<file path="src/rtl/core/rsi_pkg.sv">
// shared constants for the relative strength index block
// no dependencies
`default_nettype none

package rsi_pkg;

  localparam int ACC_BITS           = 64;  // modular width of sums and averages
  localparam int PERIOD_BITS        = 10;
  localparam int COUNT_BITS         = 11;
  localparam int RSI_BITS           = 23;
  localparam int HUNDRED_BITS       = 7;   // 100 fits in 7 bits
  localparam int PRICE_BITS_DEF     = 32;
  localparam int FRACTION_BITS_DEF  = 16;

  localparam logic [PERIOD_BITS-1:0] PERIOD_RESET = 10'd14;
  localparam logic [COUNT_BITS-1:0]  COUNT_MAX    = 11'd2047;

endpackage

`default_nettype wire

</file>
<file path="src/rtl/core/rsi_serial_mul.sv">
// bit-serial multiply of an average by (period - 1), plus an addend, mod 2^64
// depends on rsi_pkg
`default_nettype none

module rsi_serial_mul (
  input  wire logic                         clk,
  input  wire logic                         rst_n,
  input  wire logic                         start,
  input  wire logic [rsi_pkg::ACC_BITS-1:0]    multiplicand,
  input  wire logic [rsi_pkg::PERIOD_BITS-1:0] multiplier,
  input  wire logic [rsi_pkg::ACC_BITS-1:0]    addend,
  output logic                              done,
  output logic [rsi_pkg::ACC_BITS-1:0]         result
);
  import rsi_pkg::*;

  localparam int MCNT_BITS = $clog2(PERIOD_BITS + 1);

  logic                   busy_r, busy_nxt;
  logic                   done_r, done_nxt;
  logic [MCNT_BITS-1:0]   cnt_r, cnt_nxt;
  logic [ACC_BITS-1:0]    mcand_r, mcand_nxt;
  logic [PERIOD_BITS-1:0] mplier_r, mplier_nxt;
  logic [ACC_BITS-1:0]    prod_r, prod_nxt;

  always_comb begin
    busy_nxt   = busy_r;
    done_nxt   = 1'b0;
    cnt_nxt    = cnt_r;
    mcand_nxt  = mcand_r;
    mplier_nxt = mplier_r;
    prod_nxt   = prod_r;
    if (start) begin
      busy_nxt   = 1'b1;
      cnt_nxt    = MCNT_BITS'(PERIOD_BITS);
      mcand_nxt  = multiplicand;
      mplier_nxt = multiplier;
      prod_nxt   = addend;
    end else if (busy_r) begin
      // one multiplier bit per cycle, lsb first
      if (mplier_r[0]) begin
        prod_nxt = prod_r + mcand_r;
      end
      mcand_nxt  = mcand_r << 1;
      mplier_nxt = mplier_r >> 1;
      cnt_nxt    = cnt_r - MCNT_BITS'(1);
      if (cnt_r == MCNT_BITS'(1)) begin
        busy_nxt = 1'b0;
        done_nxt = 1'b1;
      end
    end
  end

  always_ff @(posedge clk) begin
    if (!rst_n) begin
      busy_r <= 1'b0;
      done_r <= 1'b0;
    end else begin
      busy_r <= busy_nxt;
      done_r <= done_nxt;
    end
  end

  always_ff @(posedge clk) begin
    cnt_r    <= cnt_nxt;
    mcand_r  <= mcand_nxt;
    mplier_r <= mplier_nxt;
    prod_r   <= prod_nxt;
  end

  assign done   = done_r;
  assign result = prod_r;

endmodule

`default_nettype wire

</file>
<file path="src/rtl/core/rsi_serial_div.sv">
// restoring divider of a 64-bit value by the 10-bit period, one quotient bit a cycle
// depends on rsi_pkg
`default_nettype none

module rsi_serial_div (
  input  wire logic                         clk,
  input  wire logic                         rst_n,
  input  wire logic                         start,
  input  wire logic [rsi_pkg::ACC_BITS-1:0]    dividend,
  input  wire logic [rsi_pkg::PERIOD_BITS-1:0] divisor,
  output logic                              done,
  output logic [rsi_pkg::ACC_BITS-1:0]         quotient
);
  import rsi_pkg::*;

  localparam int DCNT_BITS = $clog2(ACC_BITS + 1);

  logic                   busy_r, busy_nxt;
  logic                   done_r, done_nxt;
  logic [DCNT_BITS-1:0]   cnt_r, cnt_nxt;
  logic [ACC_BITS-1:0]    quo_r, quo_nxt;   // dividend bits shift out, quotient bits in
  logic [PERIOD_BITS-1:0] rem_r, rem_nxt;
  logic [PERIOD_BITS-1:0] div_r, div_nxt;
  logic [PERIOD_BITS:0]   trial;
  logic                   ge;

  assign trial = {rem_r, quo_r[ACC_BITS-1]};
  assign ge    = trial >= {1'b0, div_r};

  always_comb begin
    busy_nxt = busy_r;
    done_nxt = 1'b0;
    cnt_nxt  = cnt_r;
    quo_nxt  = quo_r;
    rem_nxt  = rem_r;
    div_nxt  = div_r;
    if (start) begin
      busy_nxt = 1'b1;
      cnt_nxt  = DCNT_BITS'(ACC_BITS);
      quo_nxt  = dividend;
      rem_nxt  = '0;
      div_nxt  = divisor;
    end else if (busy_r) begin
      // remainder stays below the divisor, so it fits the period width
      rem_nxt = ge ? PERIOD_BITS'(trial - {1'b0, div_r}) : PERIOD_BITS'(trial);
      quo_nxt = {quo_r[ACC_BITS-2:0], ge};
      cnt_nxt = cnt_r - DCNT_BITS'(1);
      if (cnt_r == DCNT_BITS'(1)) begin
        busy_nxt = 1'b0;
        done_nxt = 1'b1;
      end
    end
  end

  always_ff @(posedge clk) begin
    if (!rst_n) begin
      busy_r <= 1'b0;
      done_r <= 1'b0;
    end else begin
      busy_r <= busy_nxt;
      done_r <= done_nxt;
    end
  end

  always_ff @(posedge clk) begin
    cnt_r <= cnt_nxt;
    quo_r <= quo_nxt;
    rem_r <= rem_nxt;
    div_r <= div_nxt;
  end

  assign done     = done_r;
  assign quotient = quo_r;

endmodule

`default_nettype wire

</file>
<file path="src/rtl/core/rsi_ratio_div.sv">
// serial divider for floor((100 << FRACTION_BITS) * gain / (gain + loss))
// depends on rsi_pkg; keeps the low result bits of the quotient
`default_nettype none

module rsi_ratio_div #(
  parameter int FRACTION_BITS = rsi_pkg::FRACTION_BITS_DEF
) (
  input  wire logic                      clk,
  input  wire logic                      rst_n,
  input  wire logic                      start,
  input  wire logic [rsi_pkg::ACC_BITS-1:0] gain,
  input  wire logic [rsi_pkg::ACC_BITS-1:0] total,
  output logic                           done,
  output logic [rsi_pkg::RSI_BITS-1:0]      quotient
);
  import rsi_pkg::*;

  localparam int NUM_BITS  = ACC_BITS + HUNDRED_BITS;
  localparam int STEPS     = NUM_BITS + FRACTION_BITS;
  localparam int RCNT_BITS = $clog2(STEPS + 1);

  logic                 busy_r, busy_nxt;
  logic                 done_r, done_nxt;
  logic [RCNT_BITS-1:0] cnt_r, cnt_nxt;
  logic [NUM_BITS-1:0]  num_r, num_nxt;  // gain * 100; fraction zeros shift in behind it
  logic [ACC_BITS-1:0]  rem_r, rem_nxt;
  logic [ACC_BITS-1:0]  den_r, den_nxt;
  logic [RSI_BITS-1:0]  quo_r, quo_nxt;
  logic [ACC_BITS:0]    trial;
  logic                 ge;

  assign trial = {rem_r, num_r[NUM_BITS-1]};
  assign ge    = trial >= {1'b0, den_r};

  always_comb begin
    busy_nxt = busy_r;
    done_nxt = 1'b0;
    cnt_nxt  = cnt_r;
    num_nxt  = num_r;
    rem_nxt  = rem_r;
    den_nxt  = den_r;
    quo_nxt  = quo_r;
    if (start) begin
      busy_nxt = 1'b1;
      cnt_nxt  = RCNT_BITS'(STEPS);
      // 100 = 64 + 32 + 4
      num_nxt  = (NUM_BITS'(gain) << 6) + (NUM_BITS'(gain) << 5) + (NUM_BITS'(gain) << 2);
      rem_nxt  = '0;
      den_nxt  = total;
      quo_nxt  = '0;
    end else if (busy_r) begin
      rem_nxt = ge ? ACC_BITS'(trial - {1'b0, den_r}) : ACC_BITS'(trial);
      num_nxt = num_r << 1;
      quo_nxt = {quo_r[RSI_BITS-2:0], ge};
      cnt_nxt = cnt_r - RCNT_BITS'(1);
      if (cnt_r == RCNT_BITS'(1)) begin
        busy_nxt = 1'b0;
        done_nxt = 1'b1;
      end
    end
  end

  always_ff @(posedge clk) begin
    if (!rst_n) begin
      busy_r <= 1'b0;
      done_r <= 1'b0;
    end else begin
      busy_r <= busy_nxt;
      done_r <= done_nxt;
    end
  end

  always_ff @(posedge clk) begin
    cnt_r <= cnt_nxt;
    num_r <= num_nxt;
    rem_r <= rem_nxt;
    den_r <= den_nxt;
    quo_r <= quo_nxt;
  end

  assign done     = done_r;
  assign quotient = quo_r;

endmodule

`default_nettype wire

</file>
<file path="src/rtl/core/relative_strength_index_top.sv">
// channel   dir   handshake              payload
// in        in    in_valid / in_ready    in_price, in_last
// out       out   out_valid / out_ready  out_rsi_value, out_short_series
// cfg       in    cfg_we                 cfg_wdata (period)
//
// a price in the summing phase is added to the sums directly; the price that closes the
// initial sums runs the 64-step serial divide by period; a smoothing price runs the
// 10-step serial multiply, then the 64-step divide
// a last price then runs the serial ratio divider when the series is full and has losses
// synchronous reset, no clearing pass; a stalled result waits in the output
// register while later prices are taken, until the next result needs the register
// depends on rsi_pkg, rsi_serial_mul, rsi_serial_div, rsi_ratio_div
`default_nettype none

module relative_strength_index_top #(
  parameter int PRICE_BITS    = rsi_pkg::PRICE_BITS_DEF,
  parameter int FRACTION_BITS = rsi_pkg::FRACTION_BITS_DEF
) (
  input  wire logic                         clk,
  input  wire logic                         rst_n,
  input  wire logic                         cfg_we,
  input  wire logic [rsi_pkg::PERIOD_BITS-1:0] cfg_wdata,
  input  wire logic                         in_valid,
  output logic                              in_ready,
  input  wire logic [PRICE_BITS-1:0]        in_price,
  input  wire logic                         in_last,
  output logic                              out_valid,
  input  wire logic                         out_ready,
  output logic [rsi_pkg::RSI_BITS-1:0]         out_rsi_value,
  output logic                              out_short_series
);
  import rsi_pkg::*;

  localparam logic [RSI_BITS-1:0] FIFTY_FX   = RSI_BITS'(ACC_BITS'(50) << FRACTION_BITS);
  localparam logic [RSI_BITS-1:0] HUNDRED_FX = RSI_BITS'(ACC_BITS'(100) << FRACTION_BITS);

  typedef enum logic [5:0] {
    S_IDLE  = 6'b000001,
    S_MUL   = 6'b000010,
    S_DIV   = 6'b000100,
    S_FIN   = 6'b001000,
    S_RATIO = 6'b010000,
    S_EMIT  = 6'b100000
  } state_t;

  state_t                 state_r, state_nxt;
  logic [PERIOD_BITS-1:0] period_r, period_nxt;
  logic [PRICE_BITS-1:0]  prev_r, prev_nxt;
  logic [COUNT_BITS-1:0]  count_r, count_nxt;
  logic [ACC_BITS-1:0]    gain_r, gain_nxt;
  logic [ACC_BITS-1:0]    loss_r, loss_nxt;
  logic                   last_r, last_nxt;
  logic [RSI_BITS-1:0]    res_r, res_nxt;
  logic                   res_short_r, res_short_nxt;
  logic                   out_valid_r, out_valid_nxt;
  logic [RSI_BITS-1:0]    out_rsi_r, out_rsi_nxt;
  logic                   out_short_r, out_short_nxt;

  logic                   accept;
  logic [PERIOD_BITS-1:0] p_eff;
  logic [COUNT_BITS-1:0]  p_cnt;
  logic                   up;
  logic [PRICE_BITS-1:0]  chg;
  logic [ACC_BITS-1:0]    gain_chg, loss_chg;
  logic [ACC_BITS-1:0]    gain_sum, loss_sum;
  logic                   has_prev, in_sum, at_p;

  logic                   mul_start, mul_done_g, mul_done_l;
  logic [ACC_BITS-1:0]    mul_res_g, mul_res_l;
  logic                   div_start, div_done_g, div_done_l;
  logic [ACC_BITS-1:0]    div_in_g, div_in_l, div_q_g, div_q_l;
  logic                   ratio_start, ratio_done;
  logic [RSI_BITS-1:0]    ratio_q;

  assign in_ready = (state_r == S_IDLE);
  assign accept   = in_valid && in_ready;

  // a zero period behaves as one
  assign p_eff = (period_r == '0) ? PERIOD_BITS'(1) : period_r;
  assign p_cnt = COUNT_BITS'(p_eff);

  assign up       = in_price > prev_r;
  assign chg      = up ? in_price - prev_r : prev_r - in_price;
  assign gain_chg = up ? ACC_BITS'(chg) : '0;
  assign loss_chg = up ? '0 : ACC_BITS'(chg);
  assign gain_sum = gain_r + gain_chg;
  assign loss_sum = loss_r + loss_chg;

  assign has_prev = (count_r != '0);
  assign in_sum   = (count_r <= p_cnt);
  assign at_p     = (count_r == p_cnt);

  assign mul_start = accept && has_prev && !in_sum;
  assign div_start = (accept && has_prev && at_p) ||
                     ((state_r == S_MUL) && mul_done_g && mul_done_l);
  assign div_in_g  = (state_r == S_MUL) ? mul_res_g : (gain_sum << FRACTION_BITS);
  assign div_in_l  = (state_r == S_MUL) ? mul_res_l : (loss_sum << FRACTION_BITS);
  assign ratio_start = (state_r == S_FIN) && (count_r > p_cnt) && (loss_r != '0);

  rsi_serial_mul u_mul_gain (
    .clk          (clk),
    .rst_n        (rst_n),
    .start        (mul_start),
    .multiplicand (gain_r),
    .multiplier   (p_eff - PERIOD_BITS'(1)),
    .addend       (gain_chg << FRACTION_BITS),
    .done         (mul_done_g),
    .result       (mul_res_g)
  );

  rsi_serial_mul u_mul_loss (
    .clk          (clk),
    .rst_n        (rst_n),
    .start        (mul_start),
    .multiplicand (loss_r),
    .multiplier   (p_eff - PERIOD_BITS'(1)),
    .addend       (loss_chg << FRACTION_BITS),
    .done         (mul_done_l),
    .result       (mul_res_l)
  );

  rsi_serial_div u_div_gain (
    .clk      (clk),
    .rst_n    (rst_n),
    .start    (div_start),
    .dividend (div_in_g),
    .divisor  (p_eff),
    .done     (div_done_g),
    .quotient (div_q_g)
  );

  rsi_serial_div u_div_loss (
    .clk      (clk),
    .rst_n    (rst_n),
    .start    (div_start),
    .dividend (div_in_l),
    .divisor  (p_eff),
    .done     (div_done_l),
    .quotient (div_q_l)
  );

  rsi_ratio_div #(
    .FRACTION_BITS (FRACTION_BITS)
  ) u_ratio (
    .clk      (clk),
    .rst_n    (rst_n),
    .start    (ratio_start),
    .gain     (gain_r),
    .total    (gain_r + loss_r),
    .done     (ratio_done),
    .quotient (ratio_q)
  );

  always_comb begin
    state_nxt     = state_r;
    period_nxt    = period_r;
    prev_nxt      = prev_r;
    count_nxt     = count_r;
    gain_nxt      = gain_r;
    loss_nxt      = loss_r;
    last_nxt      = last_r;
    res_nxt       = res_r;
    res_short_nxt = res_short_r;
    out_valid_nxt = out_valid_r;
    out_rsi_nxt   = out_rsi_r;
    out_short_nxt = out_short_r;

    if (cfg_we) begin
      period_nxt = cfg_wdata;
    end
    if (out_valid_r && out_ready) begin
      out_valid_nxt = 1'b0;
    end

    case (state_r)
      S_IDLE: begin
        if (accept) begin
          prev_nxt  = in_price;
          count_nxt = (count_r == COUNT_MAX) ? count_r : count_r + COUNT_BITS'(1);
          last_nxt  = in_last;
          if (has_prev && in_sum) begin
            gain_nxt = gain_sum;
            loss_nxt = loss_sum;
          end
          if (has_prev && !in_sum) begin
            state_nxt = S_MUL;
          end else if (has_prev && at_p) begin
            state_nxt = S_DIV;
          end else if (in_last) begin
            state_nxt = S_FIN;
          end
        end
      end
      S_MUL: begin
        if (mul_done_g && mul_done_l) begin
          state_nxt = S_DIV;
        end
      end
      S_DIV: begin
        if (div_done_g && div_done_l) begin
          gain_nxt  = div_q_g;
          loss_nxt  = div_q_l;
          state_nxt = last_r ? S_FIN : S_IDLE;
        end
      end
      S_FIN: begin
        res_short_nxt = 1'b0;
        if (count_r <= p_cnt) begin
          res_nxt       = FIFTY_FX;
          res_short_nxt = 1'b1;
          state_nxt     = S_EMIT;
        end else if (loss_r == '0) begin
          res_nxt   = HUNDRED_FX;
          state_nxt = S_EMIT;
        end else begin
          state_nxt = S_RATIO;
        end
      end
      S_RATIO: begin
        if (ratio_done) begin
          res_nxt   = ratio_q;
          state_nxt = S_EMIT;
        end
      end
      S_EMIT: begin
        // wait for the output register, then start a fresh series
        if (!out_valid_r || out_ready) begin
          out_valid_nxt = 1'b1;
          out_rsi_nxt   = res_r;
          out_short_nxt = res_short_r;
          prev_nxt      = '0;
          count_nxt     = '0;
          gain_nxt      = '0;
          loss_nxt      = '0;
          state_nxt     = S_IDLE;
        end
      end
      default: begin
        state_nxt = S_IDLE;
      end
    endcase
  end

  always_ff @(posedge clk) begin
    if (!rst_n) begin
      state_r     <= S_IDLE;
      period_r    <= PERIOD_RESET;
      prev_r      <= '0;
      count_r     <= '0;
      gain_r      <= '0;
      loss_r      <= '0;
      out_valid_r <= 1'b0;
    end else begin
      state_r     <= state_nxt;
      period_r    <= period_nxt;
      prev_r      <= prev_nxt;
      count_r     <= count_nxt;
      gain_r      <= gain_nxt;
      loss_r      <= loss_nxt;
      out_valid_r <= out_valid_nxt;
    end
  end

  always_ff @(posedge clk) begin
    last_r      <= last_nxt;
    res_r       <= res_nxt;
    res_short_r <= res_short_nxt;
    out_rsi_r   <= out_rsi_nxt;
    out_short_r <= out_short_nxt;
  end

  assign out_valid        = out_valid_r;
  assign out_rsi_value    = out_rsi_r;
  assign out_short_series = out_short_r;

endmodule

`default_nettype wire

</file>
<file path="config.mk">
export PLATFORM = sky130hd
export DESIGN_NAME = relative_strength_index_top
export DESIGN_NICKNAME = d
export VERILOG_FILES = /design/src/rtl/core/rsi_pkg.sv /design/src/rtl/core/rsi_serial_mul.sv /design/src/rtl/core/rsi_serial_div.sv /design/src/rtl/core/rsi_ratio_div.sv /design/src/rtl/core/relative_strength_index_top.sv
export SDC_FILE = /design/constraint.sdc
export NUM_CORES = 2
export LEC_CHECK = 0
export ABC_AREA = 1
export BUFFER_PORTS_ARGS = -buffer_cell sky130_fd_sc_hd__buf_2
export CORE_MARGIN = 8
export CORE_UTILIZATION = 23
export CTS_CLUSTER_DIAMETER = 200
export DETAILED_ROUTE_END_ITERATION = 6
export GPL_TIMING_DRIVEN = 1
export PLACE_DENSITY = 0.43
export SYNTH_ARGS = -nofsm -noshare
export SYNTH_HDL_FRONTEND = slang
export SYNTH_SLANG_ARGS = --single-unit
</file>
<file path="constraint.sdc">
create_clock -name clk -period 5.7 [get_ports clk]
set_input_delay 1.71 -clock clk [delete_from_list [all_inputs] [get_ports clk]]
set_output_delay 1.71 -clock clk [all_outputs]
set_load 0.005 [all_outputs]
</file>
# Yosys cells after proc, flatten, opt, wreduce, memory -nomap -nowiden
# Cells that the tools add are included.
dict set report totals {
  regBits 932
  input_bits 48
  out_inout_bits 26
  word_cells 230
}
dict set report op_classes {
  addsub 19
  order_cmp 6
  n_eq_ne 22
  mux 85
  bitwise 6
  reduce_logical 48
}
# cell n
set op_table {}
lappend op_table {{two-way mux 64 bit} 24}
lappend op_table {{case mux 64 bit (3 select lines)} 2}
lappend op_table {{adder 64 bit} 3}
lappend op_table {{two-way mux 32 bit} 5}
lappend op_table {{two-way mux 71 bit} 2}
lappend op_table {{adder 64 x 32 -> 64 bit} 2}
lappend op_table {{adder 70 x 69 -> 71 bit} 1}
lappend op_table {{adder 71 x 66 -> 71 bit} 1}
lappend op_table {{two-way mux 10 bit} 7}
lappend op_table {{two-way mux 23 bit} 3}
lappend op_table {{>= comparator 65 x 64 -> 1 bit} 1}
lappend op_table {{zero test 64 bit} 1}
lappend op_table {{case mux 32 bit (2 select lines)} 1}
lappend op_table {{nonzero test 64 bit} 1}
lappend op_table {{subtractor 32 bit} 2}
lappend op_table {{subtractor 64 bit} 1}
lappend op_table {{two-way mux 6 bit} 10}
lappend op_table {{case mux 23 bit (2 select lines)} 1}
lappend op_table {{case mux 6 bit (6 select lines)} 1}
lappend op_table {{two-way mux 11 bit} 3}
lappend op_table {{greater-than comparator 32 bit} 1}
lappend op_table {{two-way mux 1 bit} 24}
lappend op_table {{>= comparator 11 x 10 -> 1 bit} 2}
lappend op_table {{case mux 11 bit (2 select lines)} 1}
lappend op_table {{36 further kinds} 86}

# Depth between registers and ports, before layout
dict set report depth {
  ltp_word 8
  mapped_depth 33
  depth_no_buf 32
}

# Hierarchy
# A second synthesis with hierarchy kept.
dict set report hier_totals {
  cells_unflattened 13411
  hier_area_um2 83189.8
}
# mod instances cells_per_inst area_each_um2
set modules_own_cells {}
lappend modules_own_cells {relative_strength_index_top 1 5344 29126.7}
lappend modules_own_cells {rsi_ratio_div 1 3349 21202.8}
lappend modules_own_cells {{rsi_serial_mul at u_mul_loss} 1 1842 11908.9}
lappend modules_own_cells {{rsi_serial_mul at u_mul_gain} 1 1842 11903.9}
lappend modules_own_cells {{rsi_serial_div at u_div_loss} 1 521 4524.3}
lappend modules_own_cells {{rsi_serial_div at u_div_gain} 1 513 4523.1}

# Worst setup path after synthesis
# OpenSTA, ideal clock, no wires.
dict set report synth_timing {
  path_type {input to register}
  from {input port in_price[0]}
  to {register u_div_loss.quo_r[36], in the netlist u_div_loss.quotient[36] (data pin)}
  setup_time_ps 259
  arrival_ps 4823
  slack_ps 618
  stages 28
  path_buffers 1
  path_cell_list {inv_1 ha_1 inv_1 fa_1 inv_1 o21ai_0 nand2_1 nand2_1 nand2_1 nand2_1 nand2_1 nand2_1 nand2_2 inv_2 buf_4 nor2_1 ha_1 fa_1 nand2_1 a21oi_1 nand3_1 nand3_1 nand2_1 nand2_1 xnor2_1 nand2_1 o211ai_1 nand2_1}
}
dict set report synth_between {
  elab_chain_cells 6
  elab_cells_between_ends 8
  cone_classes {add/sub: 3; order compare: 1; mux: 4}
}
# item line_no
set synth_rtl {}
lappend synth_rtl {{start: declaration} relative_strength_index_top.sv:25} ;# input wire logic [PRICE_BITS-1:0] in_price,
lappend synth_rtl {{subtractor 32 bit or greater-than comparator 32 bit (tied branches)} {relative_strength_index_top.sv:83, relative_strength_index_top.sv:82}}
lappend synth_rtl {{two-way mux 32 bit} relative_strength_index_top.sv:83} ;# assign chg = up ? in_price - prev_r : prev_r - in_price;
lappend synth_rtl {{two-way mux 32 bit (*)} relative_strength_index_top.sv:85} ;# assign loss_chg = up ? '0 : ACC_BITS'(chg);
lappend synth_rtl {{adder 64 x 32 -> 64 bit (*)} relative_strength_index_top.sv:87} ;# assign loss_sum = loss_r + loss_chg;
lappend synth_rtl {{two-way mux 64 bit (*)} relative_strength_index_top.sv:97} ;# assign div_in_l = (state_r == S_MUL) ? mul_res_l : (loss_sum << FRACTION_BITS);
lappend synth_rtl {{two-way mux 64 bit (*)} rsi_serial_div.sv:37} ;# if (start) begin
lappend synth_rtl {{net u_div_loss.quo_nxt[36]} rsi_serial_div.sv:21} ;# logic [ACC_BITS-1:0] quo_r, quo_nxt;
lappend synth_rtl {{end signal: assignment} rsi_serial_div.sv:67} ;# quo_r <= quo_nxt;
lappend synth_rtl {{end: declaration} rsi_serial_div.sv:21}
# The timed path passes the listed nets; every way through them passes the cells marked *.
# A chain may end at the register's enable or synchronous reset.

# Worst setup path in the final report
dict set report layout_timing {
  from {input port in_price[0]}
  to {register loss_r[28]}
}
dict set report layout_between {
  elab_chain_cells 7
  elab_cells_between_ends 9
  cone_classes {add/sub: 3; order compare: 1; mux: 5}
}
# item line_no
set layout_rtl {}
lappend layout_rtl {{subtractor 32 bit or greater-than comparator 32 bit (tied branches)} {relative_strength_index_top.sv:83, relative_strength_index_top.sv:82}}
lappend layout_rtl {{two-way mux 32 bit} relative_strength_index_top.sv:83}
lappend layout_rtl {{two-way mux 32 bit (*)} relative_strength_index_top.sv:85}
lappend layout_rtl {{adder 64 x 32 -> 64 bit (*)} relative_strength_index_top.sv:87}
lappend layout_rtl {{two-way mux 64 bit (*)} relative_strength_index_top.sv:181} ;# if (has_prev && in_sum) begin
lappend layout_rtl {{two-way mux 64 bit (*)} relative_strength_index_top.sv:177} ;# if (accept) begin
lappend layout_rtl {{case mux 64 bit (3 select lines) (*)} relative_strength_index_top.sv:175} ;# case (state_r)
lappend layout_rtl {{end signal: assignment} relative_strength_index_top.sv:259} ;# loss_r <= loss_nxt;
lappend layout_rtl {{end: declaration} relative_strength_index_top.sv:51} ;# logic [ACC_BITS-1:0] loss_r, loss_nxt;
# Mark *: on every way between the ends. The rest lies on a longest branch, timed or not. The select of a mux whose other input is x is not followed.

==> impl_metrics.yaml <==
sta:
  fmax_ghz: 0.193
  grt_setup_unrepaired: "false"
  fin_worst_skew_ps: 174
  drv_slew: 0
  setup-violations-final: 0
  period_share_pct: 90.8
  worstMarginPinSlew_ps: 1210
  slew_headroom_pct: 19.0
  layout_min_cycle_time_ps: 5180
  hold_viol: 0
yosys:
  synth_ff_type: "edfxtp_1"
  avgSynthCellArea_sq_um: 6.43
  yosysTopAreaCell: "edfxtp_1"
  synthArstFlopShare_pct: 0
  ys_seq_area_share_pct: 30.7
  synth_seq_cells: 930
  synth-edff-count: 564
  yosys.area.top_type_share_pct: 21.4
  synthTopCellsByArea: "edfxtp_1 (21%), nand2_1 (18%), dfxtp_1 (9.3%)"
  netlist_instances: 12300
  ys_warn_count: 0
  syn_nets: 12900
  netlist_area_sq_um: 79000
  ys_types: 53
global_routing:
  met3_usage_pct: 2.23
  busiest_layer: "met2"
  gr-usage-all-layers_pct: 19.2
  grt_util_met2_pct: 30.7
  grtUsageMet1_pct: 26.8
  grt_pass1_wl_um: 524000
  antenna_found_initial: 23
  grt_overflow: 0
  grt_max_degree: 124
  grt_pass1_vias: 76900
detailed_routing:
  vias_per_cell: 4.59
  avgRoutedWirePerCell_um: 20.8
  via_count: 80500
  drt-initial-drc-count: 6961
  drc_errors: 0
  wl_um: 364000
  ant_nets: 0
  firstDrtPassIters: 6
floorplanning:
  initial_core_util_pct: 23.1
  die_area_sq_um: 362000
  io_pins: 74
  rows: 215
  die_y_um: 602
  die_w_um: 602
  coreArea_sq_um: 342000
layout:
  layout.nets: 13500
  fillers: 38800
  drive_above_1_share_pct: 7.90
  layout.cells.non_filler: 17500
  area_growth_pct: 18.3
power_and_ir_drop:
  total_power_w: 0.0247
  powerDensity_nw_per_um2: 264
  irDropWorstVdd_mv: 0.311
  power_leakage_nw: 45.2
worst_setup_path:
  crit_slowest_cell: "nor3_1"
  crit_top_cell: "nand2_1"
  endpoint: "loss_r[28]"
  critPathKind: "in2reg"
  cp-start-kind: "input port"
  r2r_slack_ps: 1040
  r2r_cells: 26
  critical_path_required_ps: 6510
  arrival_ps: 5990
  setup.worst_path.start: "in_price[0]"
  path_max_fanout: 20
  rr_endpoint: "loss_r[28]"
  slowest_delay_ps: 450
  regToRegStartpoint: "prev_r[0]"
  critical_path.endpoint_type: "flip-flop"
clocking:
  cts_resized: 0
  clock_latency_ps: 950
  postCtsSetupBuffers: 0
  numCtsBuffers: 124
  clock-sinks: 930
  root_buffer: "clkbuf_16"
  post_cts_hold_buffer_count: 0
  cts_tree: "done"
  clk_pin_slew_ps: 60
  clk_path_buf_depth: 4
  htreeDepth: 3
flow_run:
  drv_cap: 0
hold_path:
  hp-start: "res_r[16]"
  hp-class: "reg2reg"
place:
  dpl.hpwl_um: 298000
  io_buffer_count: 73
  placedCellCount: 17300
  place_congestion: 0.973
run_status:
  status: "finished clean"
-- cell type report --
type / count / area (sq um) / share of cell area, %
clock buffers: 153 / 3340 / 3.58
diodes: 4 / 10.0 / 0.0107
repair buffers: 745 / 5660 / 6.06
inverters: 1943 / 7300 / 7.82
flip-flops and latches: 930 / 24300 / 26.0
multi-input cells: 9123 / 46300 / 49.5
clock inverters: 77 / 882 / 0.944
well taps: 4557 / 5700 / 6.10
-- power breakdown --
group          switching, W  internal (W)  total, W
clock network       0.00344       0.00488   0.00832
registers          0.000831       0.00740   0.00823
logic               0.00508       0.00305   0.00813
total               0.00935        0.0153    0.0247
-- state kept, by name, indices dropped and copies added (netlist names), 64 cells and up --
name                 count
u_ratio.den_r           64
gain_r                  64
u_ratio.num_r           69
u_mul_gain.result       64
u_ratio.rem_r           64
u_mul_loss.result       64
u_mul_loss.mcand_r      64
loss_r                  64
u_mul_gain.mcand_r      64
u_div_gain.quotient     64
u_div_loss.quotient     64
-- worst min-delay path by stage --
stage                              to  cells after the start
floorplan            out_rsi_value[0]                      0
global placement    out_rsi_value[14]                      0
detailed placement  out_rsi_value[12]                      0
CTS                 out_rsi_value[16]                      0
global route        out_rsi_value[16]                      0
finish              out_rsi_value[16]                      0
-- cells in the final DEF, fill, tap and decap left out, types with 17 or more instances in the layout --
master,instances
a211oi_1,37
a21o_1,24
a21oi_1,835
a22oi_1,45
a31oi_1,50
and2_1,24
buf_12,20
buf_2,72
buf_4,653
clkbuf_16,124
clkinv_1,17
clkinv_2,21
dfxtp_1,366
edfxtp_1,564
fa_1,71
ha_1,519
inv_1,1928
nand2_1,3720
nand3_1,741
nand3b_1,48
nand4_1,125
nor2_1,1542
nor3_1,102
nor4_1,21
o211ai_1,34
o21a_1,21
o21ai_0,707
o21bai_1,53
o22ai_1,33
or2_2,34
xnor2_1,95
xor2_1,161
-- worst max-delay path, delay by kind of cell --
kind                     cells  cell delay [ps]
AND/OR/NAND/NOR             16             2130
adder cells (fa/ha/maj)      3              830
AO/OA/AOI/OAI                1              110
XOR/XNOR                     1              260
buffers and inverters        9              920
-- routing by layer --
metal  wire length, um  up-vias
met5                68        -
li1                  -    40500
met2            159000     2200
met3             20200      429
met4             13100        8
met1            171000    37300
-- logic make-up after synthesis --
logic type / count (synthesis) / synth area share (%)
AO/OA/AOI/OAI: 1876 / 12.8
XOR/XNOR: 256 / 2.84
adder cells (fa/ha/maj): 590 / 10.0
buffers and inverters: 2226 / 10.9
flip-flops: 930 / 30.7
multiplexers: 1 / 0.0127
AND/OR/NAND/NOR: 6400 / 32.8
-- Yosys cell counts (45+ instances only) --
master    instances
edfxtp_1        564
o21bai_1         53
a21oi_1         835
nand4_1         125
fa_1             71
nand3_1         745
xnor2_1          95
xor2_1          161
clkbuf_1        161
a22oi_1          45
inv_1          1932
nand3b_1         48
a31oi_1          50
nand2_1        3728
nor2_1         1546
nor3_1          102
buf_2            81
ha_1            519
dfxtp_1         366
o21ai_0         707
-- through the flow --
step	util (%)	TNS, ps	worst slack [ps]	hold WS, ps	instance area, sq um
6_report	27.3	0	522	414	93500
3_3_place_gp	26.1	-15200	-288	402	89200
5_1_grt	27.3	0	130	424	93400
2_1_floorplan	-	0	618	400	79000
3_5_place_dp	26.1	-12750	-282	405	89200
4_1_cts	27.3	0	644	415	93400
No activity file was read; power rests on OpenSTA's default activity.
